===== src/rtl/core/tti_pkg.sv =====
// Shared types, codes and character helpers for the text-to-integer parser.
// No dependencies; used by every module under rtl/core.
package tti_pkg;

  // Accumulator width; digits wrap modulo 2^ACC_BITS.
  localparam int ACC_BITS = 64;
  localparam int VALUE_BITS = 64;

  localparam logic [4:0] BASE_DEFAULT = 5'd10;
  localparam logic [4:0] BASE_HEX = 5'd16;

  // Configuration register indexes
  localparam logic [1:0] REG_NUMBER_BASE = 2'd0;
  localparam logic [1:0] REG_SIGNED_MODE = 2'd1;
  localparam logic [1:0] REG_RESULT_WIDTH = 2'd2;

  // Result width codes
  localparam logic [1:0] RW_8 = 2'd0;
  localparam logic [1:0] RW_16 = 2'd1;
  localparam logic [1:0] RW_32 = 2'd2;
  localparam logic [1:0] RW_64 = 2'd3;

  localparam logic [7:0] CH_MINUS = 8'h2d;
  localparam logic [7:0] CH_ZERO = 8'h30;
  localparam logic [7:0] CH_LOWER_X = 8'h78;
  localparam logic [7:0] CH_UPPER_X = 8'h58;
  localparam logic [7:0] CH_SPACE = 8'h20;
  localparam logic [4:0] NOT_A_DIGIT = 5'd16;

  typedef enum logic [2:0] {
    PH_LEAD  = 3'd0,
    PH_SIGN  = 3'd1,
    PH_DIGIT = 3'd2,
    PH_TRAIL = 3'd3,
    PH_BAD   = 3'd4
  } phase_t;

  typedef enum logic [1:0] {
    ERR_OK      = 2'd0,
    ERR_INVALID = 2'd1,
    ERR_RANGE   = 2'd2
  } err_t;

  typedef struct packed {
    logic [4:0] number_base;
    logic       signed_mode;
    logic [1:0] result_width;
  } cfg_t;

  typedef struct packed {
    phase_t              phase;
    logic [ACC_BITS-1:0] acc;
    logic                negative;
    logic                prefix_ok;
  } parse_state_t;

  function automatic logic is_blank(input logic [7:0] c);
    return (c == CH_SPACE) || (c >= 8'd9 && c <= 8'd13);
  endfunction

  // Hex digit value, NOT_A_DIGIT for any other byte.
  function automatic logic [4:0] hex_value(input logic [7:0] c);
    logic [4:0] v;
    v = NOT_A_DIGIT;
    if (c >= 8'h30 && c <= 8'h39) v = 5'(c - 8'h30);
    else if (c >= 8'h61 && c <= 8'h66) v = 5'(c - 8'h57);
    else if (c >= 8'h41 && c <= 8'h46) v = 5'(c - 8'h37);
    return v;
  endfunction

endpackage


===== src/rtl/core/text_to_integer_parser.sv =====
// Top level of the text-to-integer parser: input register, parse state, result register.
// Depends on tti_pkg, tti_scan and tti_finish.
//
// Feed one character per request; the request with end_of_text set returns the value and
// a status (ok, invalid text, out of range) as a single result, then the parser restarts.
// Other characters produce no result. One character is taken every cycle while the input is
// not stalled; the result is registered in the result register, where it is held until taken.
// Input is stalled only when a terminator waits behind an untaken result. Configuration
// writes (base, signed mode, result width) are always accepted; write them between texts.
module text_to_integer_parser (
  input  logic                           clk,
  input  logic                           rst_n,
  input  logic                           in_valid,
  output logic                           in_ready,
  input  logic [7:0]                     in_char_code,
  input  logic                           in_end_of_text,
  output logic                           out_valid,
  input  logic                           out_ready,
  output logic [tti_pkg::VALUE_BITS-1:0] out_parsed_value,
  output logic [1:0]                     out_error_code,
  input  logic                           cfg_valid,
  output logic                           cfg_ready,
  input  logic [1:0]                     cfg_index,
  input  logic [7:0]                     cfg_data
);

  tti_pkg::cfg_t         cfg_r;
  tti_pkg::parse_state_t state_r;
  tti_pkg::parse_state_t state_nxt;

  logic       s1_valid_r;
  logic [7:0] s1_char_r;
  logic       s1_eot_r;
  logic       s1_go;

  logic                           out_valid_r;
  logic [tti_pkg::VALUE_BITS-1:0] out_value_r;
  tti_pkg::err_t                  out_err_r;
  logic [tti_pkg::VALUE_BITS-1:0] fin_value;
  tti_pkg::err_t                  fin_err;

  assign cfg_ready = 1'b1;

  always_ff @(posedge clk) begin
    if (!rst_n) begin
      cfg_r.number_base <= tti_pkg::BASE_DEFAULT;
      cfg_r.signed_mode <= 1'b0;
      cfg_r.result_width <= tti_pkg::RW_64;
    end else if (cfg_valid) begin
      unique case (cfg_index)
        tti_pkg::REG_NUMBER_BASE:  cfg_r.number_base <= cfg_data[4:0];
        tti_pkg::REG_SIGNED_MODE:  cfg_r.signed_mode <= cfg_data[0];
        tti_pkg::REG_RESULT_WIDTH: cfg_r.result_width <= cfg_data[1:0];
        default: ;
      endcase
    end
  end

  // A terminator may only advance when the result slot frees up.
  assign s1_go = s1_valid_r && (!s1_eot_r || !out_valid_r || out_ready);
  assign in_ready = !s1_valid_r || s1_go;

  always_ff @(posedge clk) begin
    if (!rst_n) begin
      s1_valid_r <= 1'b0;
    end else if (in_ready) begin
      s1_valid_r <= in_valid;
    end
  end

  always_ff @(posedge clk) begin
    if (in_ready && in_valid) begin
      s1_char_r <= in_char_code;
      s1_eot_r <= in_end_of_text;
    end
  end

  tti_scan u_scan (
    .char_code   (s1_char_r),
    .end_of_text (s1_eot_r),
    .cfg         (cfg_r),
    .cur         (state_r),
    .nxt         (state_nxt)
  );

  tti_finish u_finish (
    .cfg   (cfg_r),
    .cur   (state_r),
    .value (fin_value),
    .err   (fin_err)
  );

  always_ff @(posedge clk) begin
    if (!rst_n) begin
      state_r.phase <= tti_pkg::PH_LEAD;
      state_r.acc <= '0;
      state_r.negative <= 1'b0;
      state_r.prefix_ok <= 1'b0;
    end else if (s1_go) begin
      state_r <= state_nxt;
    end
  end

  always_ff @(posedge clk) begin
    if (!rst_n) begin
      out_valid_r <= 1'b0;
    end else if (s1_go && s1_eot_r) begin
      out_valid_r <= 1'b1;
    end else if (out_ready) begin
      out_valid_r <= 1'b0;
    end
  end

  always_ff @(posedge clk) begin
    if (s1_go && s1_eot_r) begin
      out_value_r <= fin_value;
      out_err_r <= fin_err;
    end
  end

  assign out_valid = out_valid_r;
  assign out_parsed_value = out_value_r;
  assign out_error_code = out_err_r;

endmodule


===== src/rtl/core/tti_scan.sv =====
// Per-character next-state logic: phase, digit accumulation, sign and 0x prefix.
// Depends on tti_pkg.
module tti_scan (
  input  logic [7:0]            char_code,
  input  logic                  end_of_text,
  input  tti_pkg::cfg_t         cfg,
  input  tti_pkg::parse_state_t cur,
  output tti_pkg::parse_state_t nxt
);

  logic [4:0]                   base;
  logic [4:0]                   dval;
  logic                         digit;
  logic                         blank;
  logic [tti_pkg::ACC_BITS-1:0] acc_step;

  assign base = (cfg.number_base == 5'd0) ? tti_pkg::BASE_DEFAULT : cfg.number_base;
  assign dval = tti_pkg::hex_value(char_code);
  assign digit = dval < base;
  assign blank = tti_pkg::is_blank(char_code);
  assign acc_step = cur.acc * tti_pkg::ACC_BITS'(base) + tti_pkg::ACC_BITS'(dval);

  always_comb begin
    nxt = cur;
    if (end_of_text) begin
      // restart for the next text
      nxt.phase = tti_pkg::PH_LEAD;
      nxt.acc = '0;
      nxt.negative = 1'b0;
      nxt.prefix_ok = 1'b0;
    end else begin
      case (cur.phase)
        tti_pkg::PH_LEAD, tti_pkg::PH_SIGN: begin
          if (!blank) begin
            if (cur.phase == tti_pkg::PH_LEAD && cfg.signed_mode &&
                char_code == tti_pkg::CH_MINUS) begin
              nxt.negative = 1'b1;
              nxt.phase = tti_pkg::PH_SIGN;
            end else if (digit) begin
              nxt.acc = acc_step;
              nxt.prefix_ok = (base == tti_pkg::BASE_HEX) && (char_code == tti_pkg::CH_ZERO);
              nxt.phase = tti_pkg::PH_DIGIT;
            end else begin
              nxt.phase = tti_pkg::PH_BAD;
            end
          end
        end
        tti_pkg::PH_DIGIT: begin
          nxt.prefix_ok = 1'b0;
          if (cur.prefix_ok && (char_code == tti_pkg::CH_LOWER_X ||
                                char_code == tti_pkg::CH_UPPER_X)) begin
            nxt.phase = tti_pkg::PH_DIGIT;
          end else if (digit) begin
            nxt.acc = acc_step;
          end else if (blank) begin
            nxt.phase = tti_pkg::PH_TRAIL;
          end else begin
            nxt.phase = tti_pkg::PH_BAD;
          end
        end
        tti_pkg::PH_TRAIL: nxt.phase = tti_pkg::PH_TRAIL;
        default: nxt.phase = tti_pkg::PH_BAD;
      endcase
    end
  end

endmodule


===== src/rtl/core/tti_finish.sv =====
// Terminator logic: apply the sign, range-check against the selected width, set status.
// Depends on tti_pkg.
module tti_finish (
  input  tti_pkg::cfg_t                  cfg,
  input  tti_pkg::parse_state_t          cur,
  output logic [tti_pkg::VALUE_BITS-1:0] value,
  output tti_pkg::err_t                  err
);

  logic [tti_pkg::VALUE_BITS-1:0] mag;
  logic [tti_pkg::VALUE_BITS-1:0] val;
  logic                           fits;

  assign mag = tti_pkg::VALUE_BITS'(cur.acc);
  assign val = cur.negative ? (~mag + tti_pkg::VALUE_BITS'(1)) : mag;

  // In range when the bits above the width are all zero (unsigned) or all
  // copies of the sign bit (signed).
  always_comb begin
    unique case (cfg.result_width)
      tti_pkg::RW_8:  fits = cfg.signed_mode ? (&val[63:7] || ~|val[63:7]) : ~|val[63:8];
      tti_pkg::RW_16: fits = cfg.signed_mode ? (&val[63:15] || ~|val[63:15]) : ~|val[63:16];
      tti_pkg::RW_32: fits = cfg.signed_mode ? (&val[63:31] || ~|val[63:31]) : ~|val[63:32];
      tti_pkg::RW_64: fits = 1'b1;
    endcase
  end

  always_comb begin
    value = '0;
    if (cur.phase == tti_pkg::PH_DIGIT || cur.phase == tti_pkg::PH_TRAIL) begin
      if (fits) begin
        err = tti_pkg::ERR_OK;
        value = val;
      end else begin
        err = tti_pkg::ERR_RANGE;
      end
    end else begin
      err = tti_pkg::ERR_INVALID;
    end
  end

endmodule


===== config.mk =====
export PLATFORM = sky130hd
export DESIGN_NAME = text_to_integer_parser
export DESIGN_NICKNAME = d
export VERILOG_FILES = /design/src/rtl/core/tti_pkg.sv /design/src/rtl/core/text_to_integer_parser.sv /design/src/rtl/core/tti_scan.sv /design/src/rtl/core/tti_finish.sv
export SDC_FILE = /design/constraint.sdc
export NUM_CORES = 1
export LEC_CHECK = 0
export BUFFER_PORTS_ARGS = -buffer_cell sky130_fd_sc_hd__clkbuf_2
export CAP_MARGIN = 20
export CORE_AREA = 10 10 194 196
export DETAILED_ROUTE_END_ITERATION = 12
export DIE_AREA = 0 0 204 206
export PLACE_DENSITY = 0.86
export SYNTH_ARGS = -nofsm -noshare
export SYNTH_HDL_FRONTEND = slang
export SYNTH_HIERARCHICAL = 1
export SYNTH_SLANG_ARGS = --single-unit

===== constraint.sdc =====
create_clock -name clk -period 13.54 [get_ports clk]
set_input_delay 2.708 -clock clk [delete_from_list [all_inputs] [get_ports clk]]
set_output_delay 2.708 -clock clk [all_outputs]
set_load 0.03 [all_outputs]

### After elaboration in Yosys (flattened, before gate mapping)

Cells that the tools add are included.

| word-level totals | value |
|---|---|
| register bits | 154 |
| input bits | 24 |

| operators by class | value |
|---|---|
| add/subtract/negate cells | 5 |
| multiply operators | 1 |
| magnitude comparators | 9 |
| eq/ne operators | 20 |
| mux-type cells | 29 |
| bitwise logic cells | 1 |
| reductions and logical operators | 55 |

Operators by type and width:

| kind | number |
|---|---|
| two-way mux 64 bit | 4 |
| two-way mux 69 bit | 2 |
| one-hot mux 64 bit (2 select lines) | 1 |
| adder 64 x 1 -> 64 bit (second input constant) | 1 |
| adder 64 x 5 -> 64 bit | 1 |
| multiplier 64 x 5 -> 64 bit | 1 |
| inverter 64 bit | 1 |
| AND reduction 57 bit | 1 |
| OR reduction 57 bit | 1 |
| OR reduction 56 bit | 1 |
| AND reduction 49 bit | 1 |
| OR reduction 49 bit | 1 |
| OR reduction 48 bit | 1 |
| AND reduction 33 bit | 1 |
| OR reduction 33 bit | 1 |
| OR reduction 32 bit | 1 |
| == test 8 x 6 -> 1 bit (second input constant) | 3 |
| two-way mux 5 bit | 4 |
| == test 8 x 7 -> 1 bit (second input constant) | 2 |
| >= comparator 8 x 7 -> 1 bit (second input constant) | 2 |
| <= comparator 8 x 7 -> 1 bit (second input constant) | 2 |
| two-way mux 3 bit | 5 |
| subtractor 5 bit (second input constant) | 3 |
| logical AND 1 bit | 11 |
| other kinds (31) | 68 |

### Logic depth before layout (Yosys ltp)

| logic depth | value |
|---|---|
| word-level depth | 11 |
| depth in mapped cells | 27 |

### Hierarchy

The synthesis kept the hierarchy.

By module, submodules not included:

| module | times used | cells each | area an instance (µm²) |
|---|---|---|---|
| tti_scan | 1 | 1724 | 12736.0 |
| text_to_integer_parser | 1 | 415 | 5506.5 |
| tti_finish | 1 | 505 | 3339.5 |

### Worst setup path after synthesis

No wires, ideal clock.

| timing | value |
|---|---|
| path kind | input port to output port |
| start | in out_ready |
| end | out in_ready |
| arrival time | 3.035 ns |
| data required time | 10.832 ns |
| slack | 7.797 ns |
| stages | 2 |
| path through | nor2b_4 nand2_1 |

| between the ends | value |
|---|---|
| word-level cells in the longest chain between the ends | 3 |

RTL lines:

| what | RTL line | source |
|---|---|---|
| start: declaration | text_to_integer_parser.sv:18 | `input logic out_ready,` |
| logical OR 1 bit | text_to_integer_parser.sv:60 | `assign s1_go = s1_valid_r && (!s1_eot_r \|\| !out_valid_r \|\| out_ready);` |
| logical AND 1 bit | text_to_integer_parser.sv:60 |  |
| logical OR 1 bit | text_to_integer_parser.sv:61 | `assign in_ready = !s1_valid_r \|\| s1_go;` |
| end: declaration | text_to_integer_parser.sv:14 | `output logic in_ready,` |

No other way between the ends.

==> results.yml <==
route:
  dr.pass1.iters: 7
  drc: 0
  drt-total-wl_mm: 63.0
  wire_per_inst_um: 20.4
  topRoutingLayerUsed: "met4"
  vias: 19307
  drt_iter0_drc: 2065
  ant_nets: 0
  wl_met1_mm: 25.3
  dr_wl_met3_mm: 5.76
  wl_met2_mm: 29.8
  vias_per_cell: 6.25
sta:
  rsz0062_at_grt: "false"
  tns_ns: 0
  finalSetupViolations: 0
  tightest_slew_ns: 1.11
  hold_violations: 0
  maxSlewViolCount: 0
  clock.fmax_mhz: 144
  post-route-period-util_pct: 51.3
  slew_headroom_pct: 25.1
  fin_skew_ns: 0.00974
  post-route-min-period_ns: 6.95
yosys:
  ys_ff_latch: 154
  synth-seq-area-share_pct: 17.8
  synth-main-ff-cell: "dfxtp_1"
  mappedNetlistNets: 2984
  synth_cell_type_count: 99
  yosys_warnings: 6
  synth_area_sq_um: 21600
  netlist_instances: 2644
  synthArstFlopShare_pct: 0
  synth_edf_count: 75
  avgSynthCellArea_sq_um: 8.16
die:
  rows: 68
  dieArea_sq_um: 42000
  die_x_um: 204
  core_area_sq_um: 33900
  start_util_pct: 63.6
  ios: 93
  fp.dieH_um: 206
cts:
  worst_skew_pair.late_latency_ns: 0.44
  root_buffer: "clkbuf_16"
  cts.path.max_buffers: 2
  postCtsSetupRepairBufs: 0
  clk_pin_slew_ns: 0.07
  holdBufCountCts: 0
  cts_resized: 0
  cts_max_level: 4
  cts_num_sinks: 154
  cts_buffers: 17
  cts_tree: "yes"
worst_setup_path:
  crit_required_ns: 13.91
  critical-path-slowest-cell: "dfxtp_2"
  crit_family: "simple AND/OR/NAND/NOR gates"
  critical_path.most_common_cell: "fa_1"
  crit_path_end_kind: "flop"
  cp.arrival_ns: 7.32
  startpoint_type: "flop"
  critical_path.cell_chain: "nor4_1 -> buf_4 -> nor2_4 -> buf_4 -> nor2b_1 -> fa_1 -> ha_1 -> fa_1 -> inv_1 -> fa_1 -> nand2b_1 -> a21oi_2 -> o41ai_2 -> o41ai_4 -> a211oi_2 -> nor2_4 -> a21oi_4 -> o211a_1 -> or4b_1 -> nand4_1 -> nand2_1 -> mux2i_1"
  crit_start: "cfg_r[5]"
  regToRegStartpoint: "cfg_r[5]"
  cp_max_fo: 43
  slowest_delay_ns: 0.69
  path_class: "flop to flop"
  worst-path-buf-inv: 3
place:
  port_buffers: 88
  dpl-instance-area_sq_um: 22000
  dp_hpwl_mm: 46.6
  place_congestion: 0.984
pwr:
  ir_drop_mv: 0.0889
  leakage_nw: 9.71
  p_per_area_nw_per_um2: 47.7
cells_and_area:
  area_growth_pct: 4.74
  nets: 2959
  design_area_sq_um: 22600
  multi_input_area_sq_um: 15700
  final_core_util_pct: 66.6
  diodes: 0
  layout_common_cells: "381 x nand2_1, 354 x inv_1, 202 x and2_1"
  fillCellCount: 2745
  final_common_cell: "nand2_1"
  ff_latch_area_sq_um: 3840
  layout-drive-gt1-share_pct: 7.94
global_routing:
  grt_pass1_wl_mm: 101
  grt_pass1_vias: 19411
  grt_util_all_layers_pct: 29.7
  antenna_found_initial: 0
  overflow: 0
  grt_max_degree: 101
flow_run:
  maxCapViolCount: 0
worst_hold_path:
  hp-class: "flop to flop"
  hp-start: "state_r[0]"
outcome:
  status: "completed"
cell type report:
type                       instances  area share [%]
inverter                         355            5.89
multi-input combinational       1981            69.4
clock inverter                    15           0.620
tap                              455            2.52
timing repair buffer             110            2.68
sequential                       154            17.0
clock buffer                      17            1.88
cell usage after synthesis (50+ instances only):
master	instances	area, sq um
a21oi_1	151	756
and2_1	203	1270
clkbuf_1	96	360
dfxtp_1	79	1580
edfxtp_1	75	2250
fa_1	183	3660
ha_1	133	1660
inv_1	354	1330
mux2i_1	82	821
nand2_1	381	1430
nor2_1	71	267
nor2b_1	75	469
o21ai_0	55	275
xnor2_1	67	587
xor2_1	50	438
cell families after synthesis:
| group | after synthesis | synth area share, % |
|---|---|---|
| DFF | 154 | 17.8 |
| other | 1 | 0.0174 |
| muxes | 83 | 3.86 |
| and+or+nand+nor | 998 | 24.2 |
| adders and majority gates | 316 | 24.7 |
| AOI/OAI and AO/OA | 466 | 15.0 |
| xor gates and xnor gates | 117 | 4.75 |
| buffers and inverters | 509 | 9.80 |
worst paths after layout:
| check | to | slack [ns] | cells after the start |
|---|---|---|---|
| setup reg to reg | state_r[58] | 6.59 | 22 |
| hold reg to reg | state_r[0] | 0.49 | 2 |
| setup / recovery | state_r[58] | 6.59 | 22 |
| hold / removal | state_r[0] | 0.49 | 2 |
state kept, by name (all words and copies together) (netlist names):
name and flops:
state_r 69, out_parsed_value 64, cfg_r 8, s1_char_r 8
out_error_code 2, out_valid 1, s1_eot_r 1, s1_valid_r 1
where the power goes:
part / internal, mW / total, mW / switching, mW
Combinational: 0.0255 / 0.0974 / 0.0719
Sequential: 0.493 / 0.502 / 0.00914
Clock: 0.256 / 0.478 / 0.222
metal layers:
| metal | vias up | track usage, % |
|---|---|---|
| li1 | 8801 | - |
| met1 | 9387 | 37.1 |
| met2 | 957 | 50.0 |
| met3 | 162 | 5.78 |
| met4 | 0 | 11.7 |
| met5 | - | 0 |
stage by stage:
step / std cells / hold slack (ns) / setup slack, ns / power (mW)
after floorplan: 2644 / 0.445 / 7.80 / 0.582
after global placement: 3054 / 0.463 / 6.98 / 0.604
after detailed placement: 3054 / 0.475 / 6.70 / 0.608
after CTS: 3086 / 0.484 / 6.68 / 1.08
after global routing: 3087 / 0.536 / 6.28 / 1.10
final: 3087 / 0.490 / 6.59 / 1.08
tightest hold or removal path, delay by kind of cell, from the launching register on:
kind,cells,cell delay [ns]
muxes,1,0.05
DFF,1,0.33
and+or+nand+nor,1,0.06
Note: power is estimated with default switching activity, not from simulation.
